**config.mk**
```make
export PLATFORM = sky130hd
export DESIGN_NAME = pixel_stack_mean_median_combine_top
export DESIGN_NICKNAME = d
export VERILOG_FILES = /design/src/hdl/psmmc_pkg.sv /design/src/hdl/psmmc_dp.sv /design/src/hdl/psmmc_ctrl.sv /design/src/hdl/pixel_stack_mean_median_combine_top.sv
export SDC_FILE = /design/constraint.sdc
export NUM_CORES = 2
export LEC_CHECK = 0
export BUFFER_PORTS_ARGS = -buffer_cell sky130_fd_sc_hd__buf_4
export CAP_MARGIN = 20
export CORE_MARGIN = 1.5
export CORE_UTILIZATION = 45
export DETAILED_ROUTE_END_ITERATION = 8
export GPL_TIMING_DRIVEN = 0
export PLACE_DENSITY = 0.72
export SYNTH_ARGS = -nofsm -noshare
export SYNTH_HDL_FRONTEND = slang
export SYNTH_HIERARCHICAL = 1
export SYNTH_SLANG_ARGS = --single-unit
```
**constraint.sdc**
```tcl
create_clock -name clk_i -period 6.9 [get_ports clk_i]
set_clock_uncertainty 0.1 [all_clocks]
set_input_delay 0.69 -clock clk_i [delete_from_list [all_inputs] [get_ports clk_i]]
set_output_delay 0.69 -clock clk_i [all_outputs]
set_load 0.01 [all_outputs]
```
**src/hdl/psmmc_pkg.sv**
```systemverilog
// ----------------------------------------------------------------------------
// psmmc_pkg
// Shared types and constants of the pixel stack mean/median combiner.
// ----------------------------------------------------------------------------
package psmmc_pkg;

  // Frame stack geometry and sample format
  localparam int MAX_FRAMES = 16;
  localparam int SAMPLE_W   = 20;
  localparam int FILL_W     = $clog2(MAX_FRAMES + 1);
  localparam int IDX_W      = $clog2(MAX_FRAMES);
  localparam int SUM_W      = SAMPLE_W + $clog2(MAX_FRAMES);

  // Configuration port
  localparam int CFG_IDX_W  = 1;
  localparam int CFG_DATA_W = 5;
  localparam int COUNT_W    = 5;
  localparam logic [CFG_IDX_W-1:0] CFG_MODE  = 1'b0;
  localparam logic [CFG_IDX_W-1:0] CFG_COUNT = 1'b1;

  // Combine modes
  localparam logic MODE_MEAN   = 1'b0;
  localparam logic MODE_MEDIAN = 1'b1;

  // Magnitude divider: one quotient bit per cycle
  localparam int DIV_STEPS = SUM_W;
  localparam int DIV_CNT_W = $clog2(DIV_STEPS);
  localparam int REM_W     = $clog2(MAX_FRAMES);

  // Controller commands to the datapath
  typedef struct packed {
    logic ins;       // insert accepted sample, add to sum
    logic div_init;  // load divider from running sum
    logic div_step;  // one restoring division step
    logic div_fix;   // apply sign to quotient, store result
    logic med_hi;    // read upper middle sample
    logic med_lo;    // read lower middle sample, form half-sum
    logic load;      // move result to output, clear stack
  } cmd_t;

  // Datapath status to the controller
  typedef struct packed {
    logic complete;  // the sample being offered completes the stack
    logic median;    // current combine mode is median
    logic n_odd;     // samples held is odd
    logic div_last;  // divider on its final step
  } sts_t;

endpackage

```
**src/hdl/psmmc_dp.sv**
```systemverilog
// ----------------------------------------------------------------------------
// psmmc_dp
// Datapath: configuration registers, sorted sample buffer, running sum,
// serial divider and output register.
// ----------------------------------------------------------------------------
module psmmc_dp (
  input  logic                                  clk_i,
  input  logic                                  rst_ni,
  input  logic                                  cfg_we_i,
  input  logic [psmmc_pkg::CFG_IDX_W-1:0]       cfg_index_i,
  input  logic [psmmc_pkg::CFG_DATA_W-1:0]      cfg_data_i,
  input  logic signed [psmmc_pkg::SAMPLE_W-1:0] sample_i,
  input  psmmc_pkg::cmd_t                       cmd_i,
  output psmmc_pkg::sts_t                       sts_o,
  output logic signed [psmmc_pkg::SAMPLE_W-1:0] combined_o
);

  localparam int SW = psmmc_pkg::SAMPLE_W;
  localparam int FW = psmmc_pkg::FILL_W;
  localparam int NF = psmmc_pkg::MAX_FRAMES;

  logic                                  mode_q;
  logic [psmmc_pkg::COUNT_W-1:0]         count_q;
  logic signed [SW-1:0]                  buf_q [NF];
  logic [FW-1:0]                         fill_q;
  logic signed [psmmc_pkg::SUM_W-1:0]    sum_q;
  logic [NF-1:0]                         le;
  logic [FW-1:0]                         fill_inc;
  logic [FW-1:0]                         eff_count;
  logic [psmmc_pkg::IDX_W-1:0]           rd_idx;
  logic signed [SW-1:0]                  rd_data;
  logic signed [SW-1:0]                  hi_q;
  logic signed [SW:0]                    pair_sum;
  logic signed [SW-1:0]                  res_q;
  logic signed [SW-1:0]                  combined_q;
  logic [psmmc_pkg::REM_W-1:0]           rem_q;
  logic [psmmc_pkg::SUM_W-1:0]           quo_q;
  logic                                  neg_q;
  logic [psmmc_pkg::DIV_CNT_W-1:0]       cnt_q;
  logic [psmmc_pkg::REM_W:0]             trial;
  logic                                  trial_ge;
  logic [psmmc_pkg::SUM_W-1:0]           sum_mag;
  logic [SW-1:0]                         quo_lo;

  // Hold configuration registers
  always_ff @(posedge clk_i or negedge rst_ni) begin
    if (!rst_ni) begin
      mode_q  <= psmmc_pkg::MODE_MEDIAN;
      count_q <= psmmc_pkg::COUNT_W'(1);
    end else if (cfg_we_i) begin
      if (cfg_index_i == psmmc_pkg::CFG_MODE) begin
        mode_q <= cfg_data_i[0];
      end else if (cfg_index_i == psmmc_pkg::CFG_COUNT) begin
        count_q <= cfg_data_i[psmmc_pkg::COUNT_W-1:0];
      end
    end
  end

  // Clamp the stack count to 1..MAX_FRAMES
  always_comb begin
    if (count_q == '0) begin
      eff_count = FW'(1);
    end else if (32'(count_q) > NF) begin
      eff_count = FW'(NF);
    end else begin
      eff_count = FW'(count_q);
    end
  end

  assign fill_inc = fill_q + FW'(1);

  // Keep entries at or below the new sample; they form a prefix of the buffer
  always_comb begin
    for (int k = 0; k < NF; k++) begin
      le[k] = (FW'(k) < fill_q) && (buf_q[k] <= sample_i);
    end
  end

  // Insert the sample: keep, shift up by one, or take the new value
  always_ff @(posedge clk_i) begin
    if (cmd_i.ins) begin
      for (int k = 0; k < NF; k++) begin
        if (le[k]) begin
          buf_q[k] <= buf_q[k];
        end else if (k > 0 && !le[(k > 0) ? k - 1 : 0]) begin
          buf_q[k] <= buf_q[(k > 0) ? k - 1 : 0];
        end else begin
          buf_q[k] <= sample_i;
        end
      end
    end
  end

  // Advance fill count and running sum, clear when the result leaves
  always_ff @(posedge clk_i or negedge rst_ni) begin
    if (!rst_ni) begin
      fill_q <= '0;
      sum_q  <= '0;
    end else if (cmd_i.load) begin
      fill_q <= '0;
      sum_q  <= '0;
    end else if (cmd_i.ins) begin
      fill_q <= fill_inc;
      sum_q  <= sum_q + psmmc_pkg::SUM_W'(sample_i);
    end
  end

  // Middle sample read, one address per cycle
  assign rd_idx   = cmd_i.med_lo ? psmmc_pkg::IDX_W'((fill_q >> 1) - FW'(1))
                                 : psmmc_pkg::IDX_W'(fill_q >> 1);
  assign rd_data  = buf_q[rd_idx];
  assign pair_sum = {hi_q[SW-1], hi_q} + {rd_data[SW-1], rd_data};

  // Serial restoring division of the sum magnitude by the count
  assign sum_mag  = sum_q[psmmc_pkg::SUM_W-1] ? psmmc_pkg::SUM_W'(-sum_q)
                                              : psmmc_pkg::SUM_W'(sum_q);
  assign trial    = {rem_q, quo_q[psmmc_pkg::SUM_W-1]};
  assign trial_ge = (trial >= (psmmc_pkg::REM_W + 1)'(fill_q));
  assign quo_lo   = quo_q[SW-1:0];

  always_ff @(posedge clk_i) begin
    if (cmd_i.div_init) begin
      rem_q <= '0;
      quo_q <= sum_mag;
      neg_q <= sum_q[psmmc_pkg::SUM_W-1];
      cnt_q <= '0;
    end else if (cmd_i.div_step) begin
      rem_q <= trial_ge ? psmmc_pkg::REM_W'(trial - (psmmc_pkg::REM_W + 1)'(fill_q))
                        : psmmc_pkg::REM_W'(trial);
      quo_q <= {quo_q[psmmc_pkg::SUM_W-2:0], trial_ge};
      cnt_q <= cnt_q + psmmc_pkg::DIV_CNT_W'(1);
    end
  end

  // Form the result: signed quotient, middle sample or floored half-sum
  always_ff @(posedge clk_i) begin
    if (cmd_i.div_fix) begin
      res_q <= neg_q ? SW'(-quo_lo) : SW'(quo_lo);
    end else if (cmd_i.med_hi) begin
      res_q <= rd_data;
      hi_q  <= rd_data;
    end else if (cmd_i.med_lo) begin
      res_q <= pair_sum[SW:1];
    end
  end

  // Hold the result for the output channel
  always_ff @(posedge clk_i) begin
    if (cmd_i.load) begin
      combined_q <= res_q;
    end
  end

  assign combined_o      = combined_q;
  assign sts_o.complete  = (fill_inc >= eff_count);
  assign sts_o.median    = mode_q;
  assign sts_o.n_odd     = fill_q[0];
  assign sts_o.div_last  = (cnt_q == psmmc_pkg::DIV_CNT_W'(psmmc_pkg::DIV_STEPS - 1));

endmodule

```
**src/hdl/psmmc_ctrl.sv**
```systemverilog
// ----------------------------------------------------------------------------
// psmmc_ctrl
// Controller: sequences sample insertion, result forming and the output
// handshake.
// ----------------------------------------------------------------------------
module psmmc_ctrl (
  input  logic            clk_i,
  input  logic            rst_ni,
  input  logic            in_valid_i,
  output logic            in_ready_o,
  output logic            out_valid_o,
  input  logic            out_ready_i,
  input  psmmc_pkg::sts_t sts_i,
  output psmmc_pkg::cmd_t cmd_o
);

  typedef enum logic [6:0] {
    S_IDLE     = 7'b0000001,
    S_MED_HI   = 7'b0000010,
    S_MED_LO   = 7'b0000100,
    S_DIV_INIT = 7'b0001000,
    S_DIV_RUN  = 7'b0010000,
    S_DIV_FIX  = 7'b0100000,
    S_LOAD     = 7'b1000000
  } state_e;

  state_e state_q, state_d;
  logic   out_valid_q, out_valid_d;
  logic   in_fire;

  assign in_ready_o = (state_q == S_IDLE);
  assign in_fire    = in_valid_i && in_ready_o;

  // Next state and commands
  always_comb begin
    state_d     = state_q;
    out_valid_d = out_valid_q;
    cmd_o       = '0;
    if (out_valid_q && out_ready_i) begin
      out_valid_d = 1'b0;
    end
    case (state_q)
      S_IDLE: begin
        if (in_fire) begin
          cmd_o.ins = 1'b1;
          if (sts_i.complete) begin
            state_d = sts_i.median ? S_MED_HI : S_DIV_INIT;
          end
        end
      end
      S_MED_HI: begin
        cmd_o.med_hi = 1'b1;
        state_d = sts_i.n_odd ? S_LOAD : S_MED_LO;
      end
      S_MED_LO: begin
        cmd_o.med_lo = 1'b1;
        state_d = S_LOAD;
      end
      S_DIV_INIT: begin
        cmd_o.div_init = 1'b1;
        state_d = S_DIV_RUN;
      end
      S_DIV_RUN: begin
        cmd_o.div_step = 1'b1;
        if (sts_i.div_last) begin
          state_d = S_DIV_FIX;
        end
      end
      S_DIV_FIX: begin
        cmd_o.div_fix = 1'b1;
        state_d = S_LOAD;
      end
      S_LOAD: begin
        // Wait until the output register is free
        if (!out_valid_q || out_ready_i) begin
          cmd_o.load  = 1'b1;
          out_valid_d = 1'b1;
          state_d     = S_IDLE;
        end
      end
      default: begin
        state_d = S_IDLE;
      end
    endcase
  end

  always_ff @(posedge clk_i or negedge rst_ni) begin
    if (!rst_ni) begin
      state_q     <= S_IDLE;
      out_valid_q <= 1'b0;
    end else begin
      state_q     <= state_d;
      out_valid_q <= out_valid_d;
    end
  end

  assign out_valid_o = out_valid_q;

endmodule

```
**src/hdl/pixel_stack_mean_median_combine_top.sv**
```systemverilog
// ----------------------------------------------------------------------------
// pixel_stack_mean_median_combine_top
// Mean or median of one pixel position across a stack of frame samples.
// ----------------------------------------------------------------------------
// Samples arrive one per request and are inserted into a sorted buffer in the
// cycle they are accepted; a sample that does not complete the stack leaves
// the block ready for the next one. The sample that completes the stack starts
// the combine: median mode reads the middle sample(s) one buffer read per
// cycle (MED_HI, then MED_LO for an even count); mean mode runs a restoring
// divider at one quotient bit per cycle over the 24-bit sum. The divider sets
// the worst case. A result waits in the output register while the next stack
// fills; the result of the following stack then waits in LOAD until that
// register is taken. Writes to the configuration port are always accepted and
// do not clear a part-filled stack.
module pixel_stack_mean_median_combine_top (
  input  logic                                  clk_i,
  input  logic                                  rst_ni,
  input  logic                                  cfg_valid_i,
  output logic                                  cfg_ready_o,
  input  logic [psmmc_pkg::CFG_IDX_W-1:0]       cfg_index_i,
  input  logic [psmmc_pkg::CFG_DATA_W-1:0]      cfg_data_i,
  input  logic                                  in_valid_i,
  output logic                                  in_ready_o,
  input  logic signed [psmmc_pkg::SAMPLE_W-1:0] sample_i,
  output logic                                  out_valid_o,
  input  logic                                  out_ready_i,
  output logic signed [psmmc_pkg::SAMPLE_W-1:0] combined_o
);

  psmmc_pkg::cmd_t cmd;
  psmmc_pkg::sts_t sts;

  assign cfg_ready_o = 1'b1;

  // Sequence each request
  psmmc_ctrl u_ctrl (
    .clk_i       (clk_i),
    .rst_ni      (rst_ni),
    .in_valid_i  (in_valid_i),
    .in_ready_o  (in_ready_o),
    .out_valid_o (out_valid_o),
    .out_ready_i (out_ready_i),
    .sts_i       (sts),
    .cmd_o       (cmd)
  );

  // Store, sort and combine samples
  psmmc_dp u_dp (
    .clk_i       (clk_i),
    .rst_ni      (rst_ni),
    .cfg_we_i    (cfg_valid_i && cfg_ready_o),
    .cfg_index_i (cfg_index_i),
    .cfg_data_i  (cfg_data_i),
    .sample_i    (sample_i),
    .cmd_i       (cmd),
    .sts_o       (sts),
    .combined_o  (combined_o)
  );

endmodule
```
After elaboration in Yosys (flattened, before gate mapping)
Memory sizes are Yosys's and may differ from the RTL's.
Index checks and enable logic that the tools add are counted.
Widths: inputs -> output; s select.

operators by class
  bitwise logic cells = 33
  eq/ne operators = 12
  reduce and logical (&&, ||, !) cells = 29
  add/subtract/negate cells = 8
  $lt $le $gt $ge = 35
  muxes and demuxes = 220

operators with widths
  operator             count
  $mux 20              35
  $le 20x20->1         16
  $mux 1               167
  $mux 24              5
  $pmux 7 s6           1
  $lt 4x5->1 const A   8
  $mux 7               5
  $or 1x1->1           31
  $add 24x20->24       1
  $neg 24->24          1
  $add 20x20->21       1
  $lt 3x5->1 const A   4
  $mux 5               4
  $neg 20->20          1
  $logic_and 1x1->1    18
  $mux 4               3
  $add 5x1->5 const B  2
  $ge 5x5->1           2
  $lt 1x5->1 const A   2
  $lt 2x5->1 const A   2
  $eq 7x1->1 const B   1
  $eq 7x2->1 const B   1
  $eq 7x3->1 const B   1
  $eq 7x4->1 const B   1
  18 further kinds     24

word-level totals
  output and inout bits = 23
  register bits after elaboration = 137
  memory bits (writable) = 320
  input port bits = 31
  word-level logic and storage cells = 351
  memories kept = 1

memory list
  memory      words  width  read ports  clocked after Yosys merged registers in  wr ports  RTL line        source
  u_dp.buf_q  16     20     17          0                                        16        psmmc_dp.sv:24  logic signed [SW-1:0] buf_q [NF];

Depth between registers and ports, before layout
An unclocked memory read counts as a cell.

  word-level depth = 9
  gate-level depth with buffers = 21
  gate-level depth less buffers = 18

By module
The synthesis kept the hierarchy.

modules (own cells, without submodules)
  module                               times used  cells each  sequential area each (µm²)  area each (µm²)
  psmmc_dp                             1           2558        13220.2                     31506.5
  psmmc_ctrl                           1           44          201.4                       501.7
  pixel_stack_mean_median_combine_top  1           2           0.0                         11.3

Worst setup path before layout
No wires, ideal clock.

  path kind = register to register
  from = register u_ctrl.state_q[1]
  to = register u_dp.res_q[18] (data pin)
  path buffers = 3
  data arrival time = 5.256 ns
  clock period less this slack = 5.621 ns
  path slack = 1.279 ns
  cell stages (with the launch flop) = 18
  cells stage by stage = dfrtp_1 > or4_1 > buf_2 > nor3b_1 > xor2_2 > buf_4 > buf_2 > mux4_2 > mux4_2 > ha_1 > and3_1 > nand3_1 > or3_1 > nor3_1 > or2_1 > a21o_1 > a41oi_1 > or3_1

RTL lines
  item                      RTL line          source
  start: declaration        psmmc_ctrl.sv:27  state_e state_q, state_d;
  start signal: assignment  psmmc_ctrl.sv:92  state_q <= state_d;
  end signal: assignment    psmmc_dp.sv:138   res_q <= neg_q ? SW'(-quo_lo) : SW'(quo_lo);
  end signal: assignment    psmmc_dp.sv:140   res_q <= rd_data;
  end signal: assignment    psmmc_dp.sv:143   res_q <= pair_sum[SW:1];
  end: declaration          psmmc_dp.sv:34    logic signed [SW-1:0] res_q;

==> out/results.tsv <==
metric	value	unit
status	complete, no violations	
tritoncts	yes	
r2r_end	u_dp/res_q[18]$_DFFE_PP_	
start_kind	register	
maxSlewViolCount	0	
crit_cells	18	
dieArea	72800	µm²
hold_class	input port to register	
synth_warnings	6	
period_share	95.5	%
yosysUniqueCellTypes	92	
fin_cells	3715	
grt_pass1_vias	23500	
fmax	152	MHz
syn_to_final_growth	11.7	%
setup.worst_path.end_class	register	
wl_met2	46.6	mm
final_cell_mix	edfxtp_1 (405), ha_1 (382), mux2_2 (293), a21oi_1 (147), nor2_1 (121)	
cpPeakStageDelay	0.64	ns
path_buf_inv	4	
synth_nets	3020	
numCtsBuffers	54	
htreeDepth	2	
gr-total-overflow	0	
clock_latency	0.63	ns
critical-path-top-delay-family	simple AND/OR/NAND/NOR gates	
syn_area	32000	µm²
drive_above_1_share	22.9	%
startpoint	u_ctrl/state_q[1]$_DFFE_PN0P_	
cp_max_fo	10	
max_slew_margin	29.9	%
met3_length	5.83	mm
yosys_register_bits	457	
synth-seq-area-share	41.9	%
grt_usage	25.6	%
die_y	270	µm
grt_pass1_wl	142	mm
crit_type	register to register	
coreArea	70300	µm²
rr_startpoint	u_ctrl/state_q[1]$_DFFE_PN0P_	
cts.sinks	457	
dp_hpwl	75.8	mm
gp_congestion	0.917	
finalCriticalPeriod	6.59	ns
worstPathRequired	7.15	ns
netlist_instances	2604	
seqCellArea	13400	µm²
synthArstFlopShare	9.41	%
syn_area_per_cell	12.3	µm²
wl	95.1	mm
synth_edf_count	405	
rows	97	
drt_pass1_iterations	5	
post_drt_via_cell_ratio	6.26	
routed.top_layer	met5	
synth_flop_cell	edfxtp_1	
final.fill_count	5963	
multi_input_area	17800	µm²
drc	0	
crit_path_cell_trace	or4_1 > buf_2 > nor3b_4 > buf_4 > a21o_1 > clkbuf_4 > buf_4 > mux4_2 > mux4_2 > ha_1 > and3_1 > nand3_1 > or3_1 > nor3_1 > or2_1 > a21o_1 > a41oi_1 > or3_1	
ir_drop	383	µV
num_vias	23300	
ff2ff_path_depth	18	
avgRoutedWirePerCell	25.6	µm
cp.arrival	6.84	ns
io_buffers	52	
root_buffer	clkbuf_16	
final_common_cell	edfxtp_1	
p_leak	14.1	nW
r2r_slack	0.31	ns
die_w	270	µm
critPathSlowestCell	mux4_2	
maxCapViolations	0	
clk_pin_slew_worst_paths	0.06	ns
ant_nets	0	
drt_iter0_drc	2192	
setup_tns	0	ns
grt_max_degree	44	
hold_viol_final	0	
start_util	45.6	%
setup_viol	0	
antenna_found_initial	4	
rsz0062_at_grt	no	
powerDensity	538	nW/µm²
fin_nets	3146	
worstMarginPinSlew	1.05	ns
io-pin-count	54	
placedCellCount	3611	
worstSetupEndpoint	u_dp/res_q[18]$_DFFE_PP_	
cts.path.max_buffers	3	
wl_met1	38.9	mm
## kinds of logic (layout without fill, tap and decap cells)
family	count (synthesis)	in the layout	synth area share [%]
mux	447	447	18.9
simple gates	531	531	8.75
compound gates	505	505	10.4
other cells	1	2	0.0117
buf+inv	195	365	2.62
fa+ha+maj	385	385	15.1
flops	457	457	41.9
xor+xnor	83	83	2.32
## power by group
group          internal (mW)  switching, mW  leakage (nW)
clock                   1.74           1.20         0.877
combinational           4.59           5.77          8.82
sequential              4.90           1.02          4.38
## worst min-delay path by stage
| stage | from | endpoint | slack [ns] | cells after the start |
|---|---|---|---|---|
| final | out_ready_i | u_ctrl/out_valid_o$_DFF_PN0_ | 0.19 | 2 |
| after global routing | out_ready_i | u_ctrl/out_valid_o$_DFF_PN0_ | 0.18 | 2 |
| after global placement | u_dp/res_q[9]$_DFFE_PP_ | u_dp/combined_o[9]$_DFFE_PP_ | 0.30 | 0 |
| after CTS | out_ready_i | u_ctrl/out_valid_o$_DFF_PN0_ | 0.16 | 2 |
| after floorplan | rst_ni | u_ctrl/out_valid_o$_DFF_PN0_ | 0.29 | 0 |
| after detailed placement | u_dp/res_q[12]$_DFFE_PP_ | u_dp/combined_o[12]$_DFFE_PP_ | 0.31 | 0 |
## synth_stat cells, drive strengths merged (13+ instances only)
cell    instances  area, µm²
dfrtp          40       1000
nand4          48        300
a21oi         147        736
nand3          35        175
clkbuf         56        210
o21ai          80        400
buf            56        317
or3            13       81.3
nor2          131        494
ha            382       4780
nor2b          39        244
o21a           24        180
nand2         110        413
nor4           13       87.6
edfxtp        405      12200
a211oi         24        180
mux2i          42        420
xor2           46        410
mux4           95       2140
and3           16        100
nand2b         24        150
o31ai          23        178
xnor2          37        332
a21o           94        706
mux2          310       3490
nor3           33        165
inv            83        312
## sequential cells by signal (all words and copies together), names as in the netlist, 4 cells and up
| register | count |
|---|---|
| u_dp/combined_o | 20 |
| u_dp/count_q | 5 |
| u_dp/sum_q | 24 |
| u_dp/quo_q | 24 |
| u_dp/hi_q | 20 |
| u_dp/res_q | 20 |
| u_dp/fill_q | 5 |
| u_ctrl/state_q | 7 |
| u_dp/buf_q | 320 |
| u_dp/rem_q | 4 |
| u_dp/cnt_q | 5 |
## metrics by stage
| step | hold slack, ns | area, µm² | power [mW] | util [%] | setup slack (ns) |
|---|---|---|---|---|---|
| after floorplan | 0.294 | 32000 | 12.6 | - | 1.28 |
| after global placement | 0.301 | 33600 | 15.5 | 47.8 | -1.16 |
| after detailed placement | 0.306 | 33800 | 16.0 | 48.2 | -0.995 |
| after CTS | 0.159 | 35700 | 19.1 | 50.8 | 0.0742 |
| after global routing | 0.178 | 35700 | 20.3 | 50.9 | 0.0573 |
| final | 0.185 | 35800 | 19.2 | 50.9 | 0.311 |
## repair_timing
| item | 4_1_cts | 5_1_grt |
|---|---|---|
| setup buffers | 1 | 0 |
| hold buffers | 1 | 0 |
| resized for setup | 17 | 10 |
| pin swaps | 1 | 0 |
| endpoints found under the hold margin | 40 | 0 |
| setup endpoints to repair | 17 | 7 |
## worst reg2reg max path, stage by stage, from the launching register on
cell and delay [ns]:
dfrtp_1 0.48, or4_1 0.52, buf_2 0.20, nor3b_4 0.24, buf_4 0.26, a21o_1 0.37, clkbuf_4 0.39, buf_4 0.35
mux4_2 0.43, mux4_2 0.64, ha_1 0.43, and3_1 0.17, nand3_1 0.09, or3_1 0.36, nor3_1 0.34, or2_1 0.24
a21o_1 0.21, a41oi_1 0.13, or3_1 0.37
## per-layer routing
layer  track usage, %  vias up
met5                0        -
met4             9.57        2
met3             3.24      202
met2             44.7      869
met1             32.4    11700
li1                 -    10500
## cell type report
cell class,instances,area share [%]
inverters,83,0.871
plain buffers,112,1.61
clock buffers,70,4.06
multi-input cells,1952,49.9
well taps,940,3.29
flip-flops and latches,457,37.5
clock inverters,30,0.959
repair buffers,70,1.78
diodes,1,0.00700
Power figures use the tool's default switching activity.
